--- src/design/indexed_triangle_normal_macros.svh ---
// Assertion macros shared by the indexed triangle normal block.
`ifndef INDEXED_TRIANGLE_NORMAL_MACROS_SVH
`define INDEXED_TRIANGLE_NORMAL_MACROS_SVH

// Same-cycle implication, sampled on clk and disabled during reset.
`define ITN_ASSERT_NOW(label, ante, cons) \
    label: assert property (@(posedge clk) disable iff (!rst_n) (ante) |-> (cons)) \
        else $error("itn check failed");

// Next-cycle implication, sampled on clk and disabled during reset.
`define ITN_ASSERT_NEXT(label, ante, cons) \
    label: assert property (@(posedge clk) disable iff (!rst_n) (ante) |=> (cons)) \
        else $error("itn check failed");

`endif

--- src/design/itn_pkg.sv ---
// Types, widths, codes and helpers shared by the triangle normal block.
package itn_pkg;

    localparam int VERTEX_COUNT = 1024;
    localparam int COORD_BITS   = 16;

    localparam int ADDR_W   = $clog2(VERTEX_COUNT);
    localparam int IDX_W    = 10;
    localparam int POS_W    = 16;
    localparam int OUT_W    = 17;
    localparam int IN_TDATA_W  = 88;
    localparam int OUT_TDATA_W = 56;

    localparam int VTX_W   = 3 * COORD_BITS;
    localparam int DIFF_W  = COORD_BITS + 1;
    localparam int MAG_W   = 2 * COORD_BITS + 1;
    localparam int N_W     = MAG_W + 1;
    localparam int LO_W    = (MAG_W + 1) / 2;
    localparam int HI_W    = MAG_W - LO_W;
    localparam int MUL_W   = ((DIFF_W > LO_W) ? DIFF_W : LO_W) + 1;
    localparam int PROD_W  = 2 * MUL_W;
    localparam int SQ_W    = 2 * MAG_W;
    localparam int S_W     = SQ_W + 2;
    // The target length 65535 enters as 4 * 65535^2 = 2^34 - 2^19 + 2^2.
    localparam int SCALE_W    = 34;
    localparam int SCALE_SH_HI  = 34;
    localparam int SCALE_SH_MID = 19;
    localparam int SCALE_SH_LO  = 2;
    localparam int R_W     = SQ_W + SCALE_W;
    localparam int Q_W     = 34;
    localparam int ROOT_W  = Q_W / 2;
    localparam int SR_W    = ROOT_W + 3;
    localparam int CNT_W   = $clog2(Q_W);

    // Item kinds on the input tuser.
    localparam logic OPC_WRITE  = 1'b0;
    localparam logic OPC_NORMAL = 1'b1;

    // Datapath operations.
    localparam int OP_W = 5;
    localparam logic [OP_W-1:0] OP_NOP        = 5'd0;
    localparam logic [OP_W-1:0] OP_ACCEPT     = 5'd1;
    localparam logic [OP_W-1:0] OP_RD_B       = 5'd2;
    localparam logic [OP_W-1:0] OP_RD_C       = 5'd3;
    localparam logic [OP_W-1:0] OP_LAT_C      = 5'd4;
    localparam logic [OP_W-1:0] OP_EDGE       = 5'd5;
    localparam logic [OP_W-1:0] OP_CR_MUL     = 5'd6;
    localparam logic [OP_W-1:0] OP_CR_ACC     = 5'd7;
    localparam logic [OP_W-1:0] OP_SQ_MUL     = 5'd8;
    localparam logic [OP_W-1:0] OP_SQ_ACC     = 5'd9;
    localparam logic [OP_W-1:0] OP_SQ_ADD     = 5'd10;
    localparam logic [OP_W-1:0] OP_SC1        = 5'd11;
    localparam logic [OP_W-1:0] OP_SC2        = 5'd12;
    localparam logic [OP_W-1:0] OP_DIV_INIT   = 5'd13;
    localparam logic [OP_W-1:0] OP_DIV_STEP   = 5'd14;
    localparam logic [OP_W-1:0] OP_SQRT_INIT  = 5'd15;
    localparam logic [OP_W-1:0] OP_SQRT_STEP  = 5'd16;
    localparam logic [OP_W-1:0] OP_FIN        = 5'd17;
    localparam logic [OP_W-1:0] OP_OUT        = 5'd18;

    typedef struct packed {
        logic [OP_W-1:0] op;
        logic [1:0]      k;
        logic [1:0]      part;
    } itn_cmd_t;

    typedef struct packed {
        logic s_zero;
    } itn_status_t;

    // Reduces an index modulo VERTEX_COUNT with a short chain of compare-subtracts.
    function automatic logic [ADDR_W-1:0] wrap_index(input logic [IDX_W-1:0] idx);
        int v;
        v = int'(idx);
        for (int i = IDX_W - 1; i >= 0; i--)
        begin
            if (v >= (VERTEX_COUNT << i))
            begin
                v = v - (VERTEX_COUNT << i);
            end
        end
        return ADDR_W'(v);
    endfunction

endpackage

--- src/design/itn_ctrl.sv ---
// Sequencer that steps the triangle normal datapath through its operations.
module itn_ctrl (
    input  logic                clk,
    input  logic                rst_n,
    input  logic                in_valid,
    input  logic                in_opcode,
    output logic                in_ready,
    output logic                out_valid,
    input  logic                out_ready,
    output itn_pkg::itn_cmd_t   cmd,
    input  itn_pkg::itn_status_t status
);

    localparam logic [4:0] ST_IDLE      = 5'd0;
    localparam logic [4:0] ST_RD_B      = 5'd1;
    localparam logic [4:0] ST_RD_C      = 5'd2;
    localparam logic [4:0] ST_LAT_C     = 5'd3;
    localparam logic [4:0] ST_EDGE      = 5'd4;
    localparam logic [4:0] ST_CR_MUL    = 5'd5;
    localparam logic [4:0] ST_CR_ACC    = 5'd6;
    localparam logic [4:0] ST_SQ_MUL    = 5'd7;
    localparam logic [4:0] ST_SQ_ACC    = 5'd8;
    localparam logic [4:0] ST_SQ_ADD    = 5'd9;
    localparam logic [4:0] ST_SC1       = 5'd10;
    localparam logic [4:0] ST_SC2       = 5'd11;
    localparam logic [4:0] ST_DIV_INIT  = 5'd12;
    localparam logic [4:0] ST_DIV       = 5'd13;
    localparam logic [4:0] ST_SQRT_INIT = 5'd14;
    localparam logic [4:0] ST_SQRT      = 5'd15;
    localparam logic [4:0] ST_FIN       = 5'd16;
    localparam logic [4:0] ST_OUT       = 5'd17;

    logic [4:0] state_reg, state_next;
    logic [1:0] k_reg, k_next;
    logic [1:0] part_reg, part_next;
    logic [itn_pkg::CNT_W-1:0] cnt_reg, cnt_next;
    logic out_valid_reg;
    logic load_out;

    always_comb
    begin
        state_next = state_reg;
        k_next     = k_reg;
        part_next  = part_reg;
        cnt_next   = cnt_reg;
        in_ready   = 1'b0;
        load_out   = 1'b0;
        cmd.op     = itn_pkg::OP_NOP;
        cmd.k      = k_reg;
        cmd.part   = part_reg;
        unique case (state_reg)
            ST_IDLE:
            begin
                in_ready = 1'b1;
                if (in_valid)
                begin
                    cmd.op = itn_pkg::OP_ACCEPT;
                    if (in_opcode == itn_pkg::OPC_NORMAL)
                    begin
                        state_next = ST_RD_B;
                    end
                end
            end
            ST_RD_B:
            begin
                cmd.op     = itn_pkg::OP_RD_B;
                state_next = ST_RD_C;
            end
            ST_RD_C:
            begin
                cmd.op     = itn_pkg::OP_RD_C;
                state_next = ST_LAT_C;
            end
            ST_LAT_C:
            begin
                cmd.op     = itn_pkg::OP_LAT_C;
                state_next = ST_EDGE;
            end
            ST_EDGE:
            begin
                cmd.op     = itn_pkg::OP_EDGE;
                k_next     = 2'd0;
                part_next  = 2'd0;
                state_next = ST_CR_MUL;
            end
            ST_CR_MUL:
            begin
                cmd.op     = itn_pkg::OP_CR_MUL;
                state_next = ST_CR_ACC;
            end
            ST_CR_ACC:
            begin
                cmd.op = itn_pkg::OP_CR_ACC;
                if (part_reg == 2'd0)
                begin
                    part_next  = 2'd1;
                    state_next = ST_CR_MUL;
                end
                else
                begin
                    part_next = 2'd0;
                    if (k_reg == 2'd2)
                    begin
                        k_next     = 2'd0;
                        state_next = ST_SQ_MUL;
                    end
                    else
                    begin
                        k_next     = k_reg + 2'd1;
                        state_next = ST_CR_MUL;
                    end
                end
            end
            ST_SQ_MUL:
            begin
                cmd.op     = itn_pkg::OP_SQ_MUL;
                state_next = ST_SQ_ACC;
            end
            ST_SQ_ACC:
            begin
                cmd.op = itn_pkg::OP_SQ_ACC;
                if (part_reg == 2'd2)
                begin
                    part_next  = 2'd0;
                    state_next = ST_SQ_ADD;
                end
                else
                begin
                    part_next  = part_reg + 2'd1;
                    state_next = ST_SQ_MUL;
                end
            end
            ST_SQ_ADD:
            begin
                cmd.op = itn_pkg::OP_SQ_ADD;
                if (k_reg == 2'd2)
                begin
                    k_next     = 2'd0;
                    state_next = ST_SC1;
                end
                else
                begin
                    k_next     = k_reg + 2'd1;
                    state_next = ST_SQ_MUL;
                end
            end
            ST_SC1:
            begin
                cmd.op = itn_pkg::OP_SC1;
                // A zero squared length needs no scaling at all.
                if (status.s_zero)
                begin
                    state_next = ST_OUT;
                end
                else
                begin
                    state_next = ST_SC2;
                end
            end
            ST_SC2:
            begin
                cmd.op     = itn_pkg::OP_SC2;
                state_next = ST_DIV_INIT;
            end
            ST_DIV_INIT:
            begin
                cmd.op     = itn_pkg::OP_DIV_INIT;
                cnt_next   = '0;
                state_next = ST_DIV;
            end
            ST_DIV:
            begin
                cmd.op   = itn_pkg::OP_DIV_STEP;
                cnt_next = cnt_reg + 1'b1;
                if (cnt_reg == itn_pkg::CNT_W'(itn_pkg::Q_W - 1))
                begin
                    state_next = ST_SQRT_INIT;
                end
            end
            ST_SQRT_INIT:
            begin
                cmd.op     = itn_pkg::OP_SQRT_INIT;
                cnt_next   = '0;
                state_next = ST_SQRT;
            end
            ST_SQRT:
            begin
                cmd.op   = itn_pkg::OP_SQRT_STEP;
                cnt_next = cnt_reg + 1'b1;
                if (cnt_reg == itn_pkg::CNT_W'(itn_pkg::ROOT_W - 1))
                begin
                    state_next = ST_FIN;
                end
            end
            ST_FIN:
            begin
                cmd.op = itn_pkg::OP_FIN;
                if (k_reg == 2'd2)
                begin
                    k_next     = 2'd0;
                    state_next = ST_OUT;
                end
                else
                begin
                    k_next     = k_reg + 2'd1;
                    state_next = ST_SC1;
                end
            end
            ST_OUT:
            begin
                if (!out_valid_reg || out_ready)
                begin
                    cmd.op     = itn_pkg::OP_OUT;
                    load_out   = 1'b1;
                    state_next = ST_IDLE;
                end
            end
            default:
            begin
                state_next = ST_IDLE;
            end
        endcase
    end

    always_ff @(posedge clk or negedge rst_n)
    begin
        if (!rst_n)
        begin
            state_reg     <= ST_IDLE;
            k_reg         <= 2'd0;
            part_reg      <= 2'd0;
            cnt_reg       <= '0;
            out_valid_reg <= 1'b0;
        end
        else
        begin
            state_reg <= state_next;
            k_reg     <= k_next;
            part_reg  <= part_next;
            cnt_reg   <= cnt_next;
            if (load_out)
            begin
                out_valid_reg <= 1'b1;
            end
            else if (out_ready)
            begin
                out_valid_reg <= 1'b0;
            end
        end
    end

    assign out_valid = out_valid_reg;

endmodule

--- config.mk ---
export PLATFORM = sky130hd
export DESIGN_NAME = itn_ctrl
export DESIGN_NICKNAME = d
export VERILOG_FILES = /design/src/design/indexed_triangle_normal_macros.svh /design/src/design/itn_pkg.sv /design/src/design/itn_ctrl.sv
export SDC_FILE = /design/constraint.sdc
export NUM_CORES = 1
export LEC_CHECK = 0
export ABC_AREA = 1
export BUFFER_PORTS_ARGS = -buffer_cell sky130_fd_sc_hd__clkbuf_2
export CAP_MARGIN = 25
export CORE_ASPECT_RATIO = 1.25
export CORE_UTILIZATION = 45
export DETAILED_ROUTE_END_ITERATION = 6
export PLACE_DENSITY_LB_ADDON = 0.25
export SYNTH_ARGS = -nofsm -noshare
export SYNTH_HDL_FRONTEND = slang
export SYNTH_SLANG_ARGS = --single-unit
--- constraint.sdc ---
create_clock -name clk -period 1.8 [get_ports clk]
set_input_delay 0.27 -clock clk [delete_from_list [all_inputs] [get_ports clk]]
set_output_delay 0.27 -clock clk [all_outputs]
set_load 0.005 [all_outputs]
==> results of run 1 <==
worst paths after layout:
| path | startpoint | endpoint | cells past startpoint |
|---|---|---|---|
| min reg2reg | k_reg[0] | k_reg[0] | 2 |
| max reg2reg | state_reg[4] | state_reg[1] | 8 |
| min in group asynchronous | rst_n | cnt_reg[2] | 2 |
| max | state_reg[2] | cmd[5] | 7 |
| max in group asynchronous | rst_n | state_reg[3] | 2 |
| min | out_ready | out_valid | 2 |
metrics by stage:
step                util (%)  setup WS (ns)   TNS (ns)
floorplan                  -         0.4254          0
global placement       53.80         0.2329          0
detailed placement     53.80         0.1956          0
CTS                    57.25       0.002020          0
global route           59.20       -0.08896    -0.2062
finish                 59.20      -0.001044  -0.001044
metal layers:
| layer | part of all wire (%) | track usage, % | wire [um] |
|---|---|---|---|
| met5 | 0 | 0 | 0 |
| met4 | 1.2 | 10.08 | 37 |
| met3 | 5.8 | 2.290 | 184 |
| met2 | 53 | 47.28 | 1679 |
| met1 | 40 | 27.46 | 1266 |
layout by cell type (no fill, tap or decap):
| cell type | count |
|---|---|
| nand2_1 | 45 |
| nand2_2 | 3 |
| or2_1 | 1 |
| a21oi_1 | 4 |
| and3_1 | 1 |
| o21ai_0 | 7 |
| nor2_4 | 5 |
| dfrtp_1 | 11 |
| o221ai_1 | 1 |
| nand3b_1 | 1 |
| dlygate4sd3_1 | 1 |
| clkbuf_4 | 3 |
| buf_4 | 7 |
| o21a_1 | 1 |
| a21boi_2 | 1 |
| o311ai_1 | 1 |
| nor2_2 | 5 |
| o21ai_1 | 4 |
| clkbuf_2 | 16 |
| clkinv_2 | 1 |
| inv_2 | 4 |
| nor2_1 | 20 |
| dfrtp_2 | 5 |
| clkinv_1 | 1 |
| clkinv_4 | 1 |
| nand3_1 | 22 |
| nand3_2 | 3 |
| o21bai_1 | 1 |
| nand4_1 | 8 |
| nand3_4 | 1 |
| ha_1 | 3 |
| inv_1 | 21 |
| inv_4 | 1 |
| a22oi_1 | 1 |
| xnor2_1 | 1 |
repair_timing:
item / 4_1_cts / 5_1_grt
endpoints found under the hold margin: 16 / 0
hold buffers: 1 / 0
setup endpoints to repair: 4 / 5
resized for setup: 12 / 15
setup buffers: 2 / 1
pin swaps: 0 / 2
cloned: 0 / 1
power by group through the flow:
stage / clock network, mW / logic (mW) / registers, mW
floorplan: 0 / 0.864 / 0.565
global placement: 0 / 1.19 / 0.613
detailed placement: 0 / 1.18 / 0.630
CTS: 0.198 / 1.26 / 0.648
global route: 0.222 / 1.52 / 0.688
finish: 0.191 / 1.35 / 0.668
final cells by class:
class / count / area [um^2] / area share (%)
Clock buffer: 3 / 22.52 / 1.520
Sequential cell: 16 / 406.6 / 27.45
Timing Repair inverter: 1 / 5.005 / 0.3378
Tap cell: 33 / 41.29 / 2.787
Timing Repair Buffer: 24 / 142.6 / 9.628
Inverter: 28 / 112.6 / 7.601
Multi-Input combinational cell: 140 / 750.7 / 50.68
kinds of logic after synthesis:
logic type | count (synthesis) | synth area share [%]
and+or+nand+nor | 115 | 42.93
buffers and inverters | 31 | 10.11
AOI/OAI and AO/OA | 21 | 10.11
DFF | 16 | 33.02
adders and majority gates | 3 | 3.096
xor gates and xnor gates | 1 | 0.7225
==> results.json, run 1 <==
{
  "synth_enable_flop_cells": 0,
  "pwr-share-comb_pct": 61.1,
  "critical_path_arrival_ns": 1.53,
  "post_drt_wl_per_cell_um": 12.93,
  "synth_area_leaders": "dfrtp_1 33%, nand2_1 15%, nand3_1 9.9%",
  "synth.cell_area_um2": 1212,
  "dr_total_vias": 1356,
  "yosys-top-cells-count": "48 x nand2_1, 24 x nand3_1, 23 x nor2_1",
  "totalWireLength_mm": 3.168,
  "drive_above_1_share_pct": 26.42,
  "cp_top_family": "flip-flops",
  "io_buffer_count": 16,
  "asyncSetResetFlopFracSynth_pct": 100.0,
  "vias_per_cell": 5.535,
  "synth.yosys.warnings": 0,
  "num-fill-cells": 258,
  "die-area_um2": 2907,
  "worst_setup_hold_path_clk_slew_ns": 0.10,
  "crit_path_max_incr_delay_ns": 0.47,
  "grt_pass1_wl_mm": 5.368,
  "chipWidth_um": 48.43,
  "critical_path_peak_fanout": 5,
  "cp.buffers_inverters": 2,
  "power.clock.fraction_pct": 8.7,
  "setup.worst_path.end_class": "output port",
  "place.detailed.hpwl_mm": 2.410,
  "worstSkewPairLatency_ns": 0.29,
  "most_instantiated_flip_flop_cell_in_the_synthesis_netlist": "dfrtp_1",
  "total_power_mw": 2.207,
  "net_count_after_synthesis": 196,
  "pd_cells_nw_per_um2": 1490,
  "fin_crit_ns": 1.801,
  "cts_num_sinks": 16,
  "globalplace.congestion": 0.9897,
  "final_ant_viol_nets": 0,
  "layout_worst_path_cycle_share_pct": 100.1,
  "min-delay-path-class": "input port to flop",
  "fmax_mhz": 555.2,
  "power.share.sequential_pct": 30.3,
  "final.hold.worst_slack_ns": 0.1684,
  "power_leakage_nw": 0.7831,
  "worst-setup-path-type": "flop to output port",
  "finalClockSkew_ns": 0.008967,
  "yosysTopAreaCell": "dfrtp_1",
  "drt_iter0_markers": 44,
  "first_global_vias": 1245,
  "clockRootBuffer": "clkbuf_4",
  "ys_seq_area_share_pct": 33.02,
  "synth-seq-cells": 16,
  "yosys.cell_types.count": 26,
  "detail_route.first_pass.iterations": 4,
  "internal_power_consumption_mw": 1.089,
  "maxSlewHeadroom_pct": 71.47,
  "cts_tree": "built",
  "overall_fraction_of_global_route_tracks_in_use_pct": 24.34,
  "largest_register_ff_count": 6,
  "dieHeight_um": 60.04,
  "placed_area_um2": 1346,
  "antenna_cells_inserted": 0,
  "layoutNonFillerInstCount": 245,
  "maxSlewViolCount": 0,
  "cts_bufs_inserted": 3,
  "cts_max_level": 1,
  "setup.reg_to_reg.worst_slack_ns": 0.25,
  "timing.final.setup_violations": 1,
  "design_area_um2": 1481,
  "crit_chain": "buf_4 -> nand3_1 -> nand2_1 -> nand2_2 -> and3_1 -> nand4_1 -> clkbuf_2",
  "setup_repair_after_global_routing_missed_its_margin": "yes",
  "outcome": "finished with violations",
  "initial_cell_density_of_the_core_pct": 48.45,
  "worstMarginPinSlew_ns": 0.4280,
  "syn-instance-count": 187,
  "cap_viol_max_count": 0,
  "route.detailed.drc": 0,
  "antenna_found_initial": 0,
  "std_cell_rows": 20,
  "yosys.area.top_type_share_pct": 33.02,
  "flow.area_growth_from_synthesis_pct": 22.19,
  "crit_path_top_delay_cell": "dfrtp_2",
  "cts_buffer_depth": 2,
  "global_route.overflow_total": 0,
  "setup.worst_path.start_class": "flop",
  "synthMostInstantiatedCell": "nand2_1",
  "finalHoldViolations": 0,
  "power_switching_share_pct": 50.65,
  "fin_ws_ns": -0.001044,
  "synth.avg_cell_area_um2": 6.483,
  "violations": "negative setup slack",
  "ioPinCount": 17,
  "total_number_of_nets_in_the_final_design": 223,
  "worst_ir_drop_vdd_v": 0.0007529,
  "grt_max_degree": 17,
  "core-area_um2": 2502,
  "critPathRequiredTime_ns": 1.53,
  "placed_insts": 237,
  "net-switching-power_mw": 1.118
}
Power figures use the tool's default switching activity.
==> inputs of run 2 (changes only) <==
Settings changed: SKIP_CTS_REPAIR_TIMING from default to 1.
==> results.json, run 2 (synthesized netlist as in run 1, its figures left out) <==
{
  "clockRootBuffer": "clkbuf_4",
  "vias_per_cell": 5.422,
  "final.hold.worst_slack_ns": 0.1732,
  "dr_total_vias": 1323,
  "dieHeight_um": 60.04,
  "total_number_of_nets_in_the_final_design": 222,
  "fmax_mhz": 540.4,
  "cts_tree": "built",
  "final_ant_viol_nets": 0,
  "cts_num_sinks": 16,
  "cts_bufs_inserted": 3,
  "timing.final.setup_violations": 2,
  "antenna_cells_inserted": 0,
  "layout_common_cells": "44 x nand2_1, 22 x nor2_1, 21 x nand3_1, 21 x inv_1, 16 x clkbuf_2",
  "initial_cell_density_of_the_core_pct": 48.45,
  "first_global_vias": 1206,
  "power.share.sequential_pct": 30.6,
  "antenna_found_initial": 0,
  "ioPinCount": 17,
  "global_route.overflow_total": 0,
  "globalplace.congestion": 0.9897,
  "pwr-share-comb_pct": 60.8,
  "grt_max_degree": 17,
  "critical_path_peak_fanout": 7,
  "maxSlewViolCount": 0,
  "placed_area_um2": 1346,
  "mostFrequentLayoutCell": "nand2_1",
  "cap_viol_max_count": 0,
  "internal_power_consumption_mw": 1.079,
  "worst-setup-path-type": "flop to output port",
  "power_leakage_nw": 0.7777,
  "totalWireLength_mm": 3.166,
  "finalClockSkew_ns": 0.006696,
  "post_route_core_utilization_pct": 59.50,
  "place.detailed.hpwl_mm": 2.410,
  "layout_worst_path_cycle_share_pct": 102.8,
  "min-delay-path-class": "input port to flop",
  "net-switching-power_mw": 1.133,
  "critPathRequiredTime_ns": 1.53,
  "power.clock.fraction_pct": 8.6,
  "met1_length_mm": 1.310,
  "violations": "negative setup slack",
  "crit_path_max_incr_delay_ns": 0.51,
  "fin_crit_ns": 1.851,
  "largest_register_ff_count": 6,
  "power_switching_share_pct": 51.22,
  "cts_buffer_depth": 2,
  "design_area_um2": 1489,
  "post_drt_wl_per_cell_um": 12.98,
  "drive_above_1_share_pct": 26.07,
  "outcome": "finished with violations",
  "finalHoldViolations": 0,
  "chipWidth_um": 48.43,
  "detail_route.first_pass.iterations": 5,
  "worst_ir_drop_vdd_v": 0.0007618,
  "fin_ws_ns": -0.05065,
  "crit_path_top_delay_cell": "dfrtp_2",
  "maxSlewHeadroom_pct": 71.32,
  "met2_length_mm": 1.658,
  "num-fill-cells": 251,
  "die-area_um2": 2907,
  "highest_layer": "met4",
  "drt_iter0_markers": 63,
  "worstSkewPairLatency_ns": 0.29,
  "std_cell_rows": 20,
  "worst_setup_hold_path_clk_slew_ns": 0.10,
  "pd_cells_nw_per_um2": 1485,
  "worstMarginPinSlew_ns": 0.4302,
  "setup.worst_path.start_class": "flop",
  "crit_chain": "inv_2 -> nor2_4 -> nand3_4 -> and3_1 -> nand4_1 -> clkbuf_2",
  "core-area_um2": 2502,
  "overall_fraction_of_global_route_tracks_in_use_pct": 23.84,
  "setup.worst_path.end_class": "output port",
  "met3_wirelength_um": 123,
  "io_buffer_count": 16,
  "route.detailed.drc": 0,
  "cts_max_level": 1,
  "grt_pass1_wl_mm": 5.250,
  "setup_repair_after_global_routing_missed_its_margin": "yes",
  "flow.area_growth_from_synthesis_pct": 22.81,
  "critical_path_arrival_ns": 1.58
}
-- run 2: metrics by stage --
step                TNS (ns)  std cells  worst slack [ns]  total power, mW
finish              -0.08248        244          -0.05065            2.212
global route         -0.2877        244           -0.1217            2.429
CTS                  -0.3078        240           -0.1311            2.009
detailed placement         0        237            0.1956            1.815
global placement           0        237            0.2329            1.800
floorplan                  0        187            0.4254            1.429
-- run 2: final timing paths --
path / startpoint / end / slack, ns / cells after the start
worst max-delay path: state_reg[2] / cmd[5] / -0.05 / 6
worst min-delay path: out_ready / out_valid / 0.17 / 2
worst max register to register: state_reg[2] / k_reg[1] / 0.23 / 8
worst min register to register: k_reg[0] / k_reg[0] / 0.55 / 2
max in group asynchronous: rst_n / state_reg[3] / 1.03 / 2
min in group asynchronous: rst_n / cnt_reg[2] / 0.44 / 2
-- run 2: power groups by stage --
stage | clock, mW | combinational (mW) | sequential (mW)
after CTS | 0.198 | 1.19 | 0.622
after global routing | 0.222 | 1.51 | 0.698
after floorplan | 0 | 0.864 | 0.565
final | 0.191 | 1.34 | 0.676
after detailed placement | 0 | 1.18 | 0.630
after global placement | 0 | 1.19 | 0.613
-- run 2: critical path: cells and delay by family (launching register included) --
kind	cells	cell delay, ns
buffers and inverters	2	0.22
and+or+nand+nor	4	0.56
DFF	1	0.51
-- run 2: cell type report --
cell class	instances	area [um^2]	share of cell area, %
Clock buffer	3	22.52	1.513
Timing Repair inverter	1	5.005	0.3361
Tap cell	33	41.29	2.773
Multi-Input combinational cell	140	765.7	51.43
Timing Repair Buffer	23	135.1	9.076
Sequential cell	16	406.6	27.31
Inverter	28	112.6	7.563
-- run 2: per-layer routing --
metal	track usage, %	vias to the layer above
met3	2.290	11
met1	27.30	612
met5	0	-
met2	46.28	46
met4	8.824	0
li1	-	654
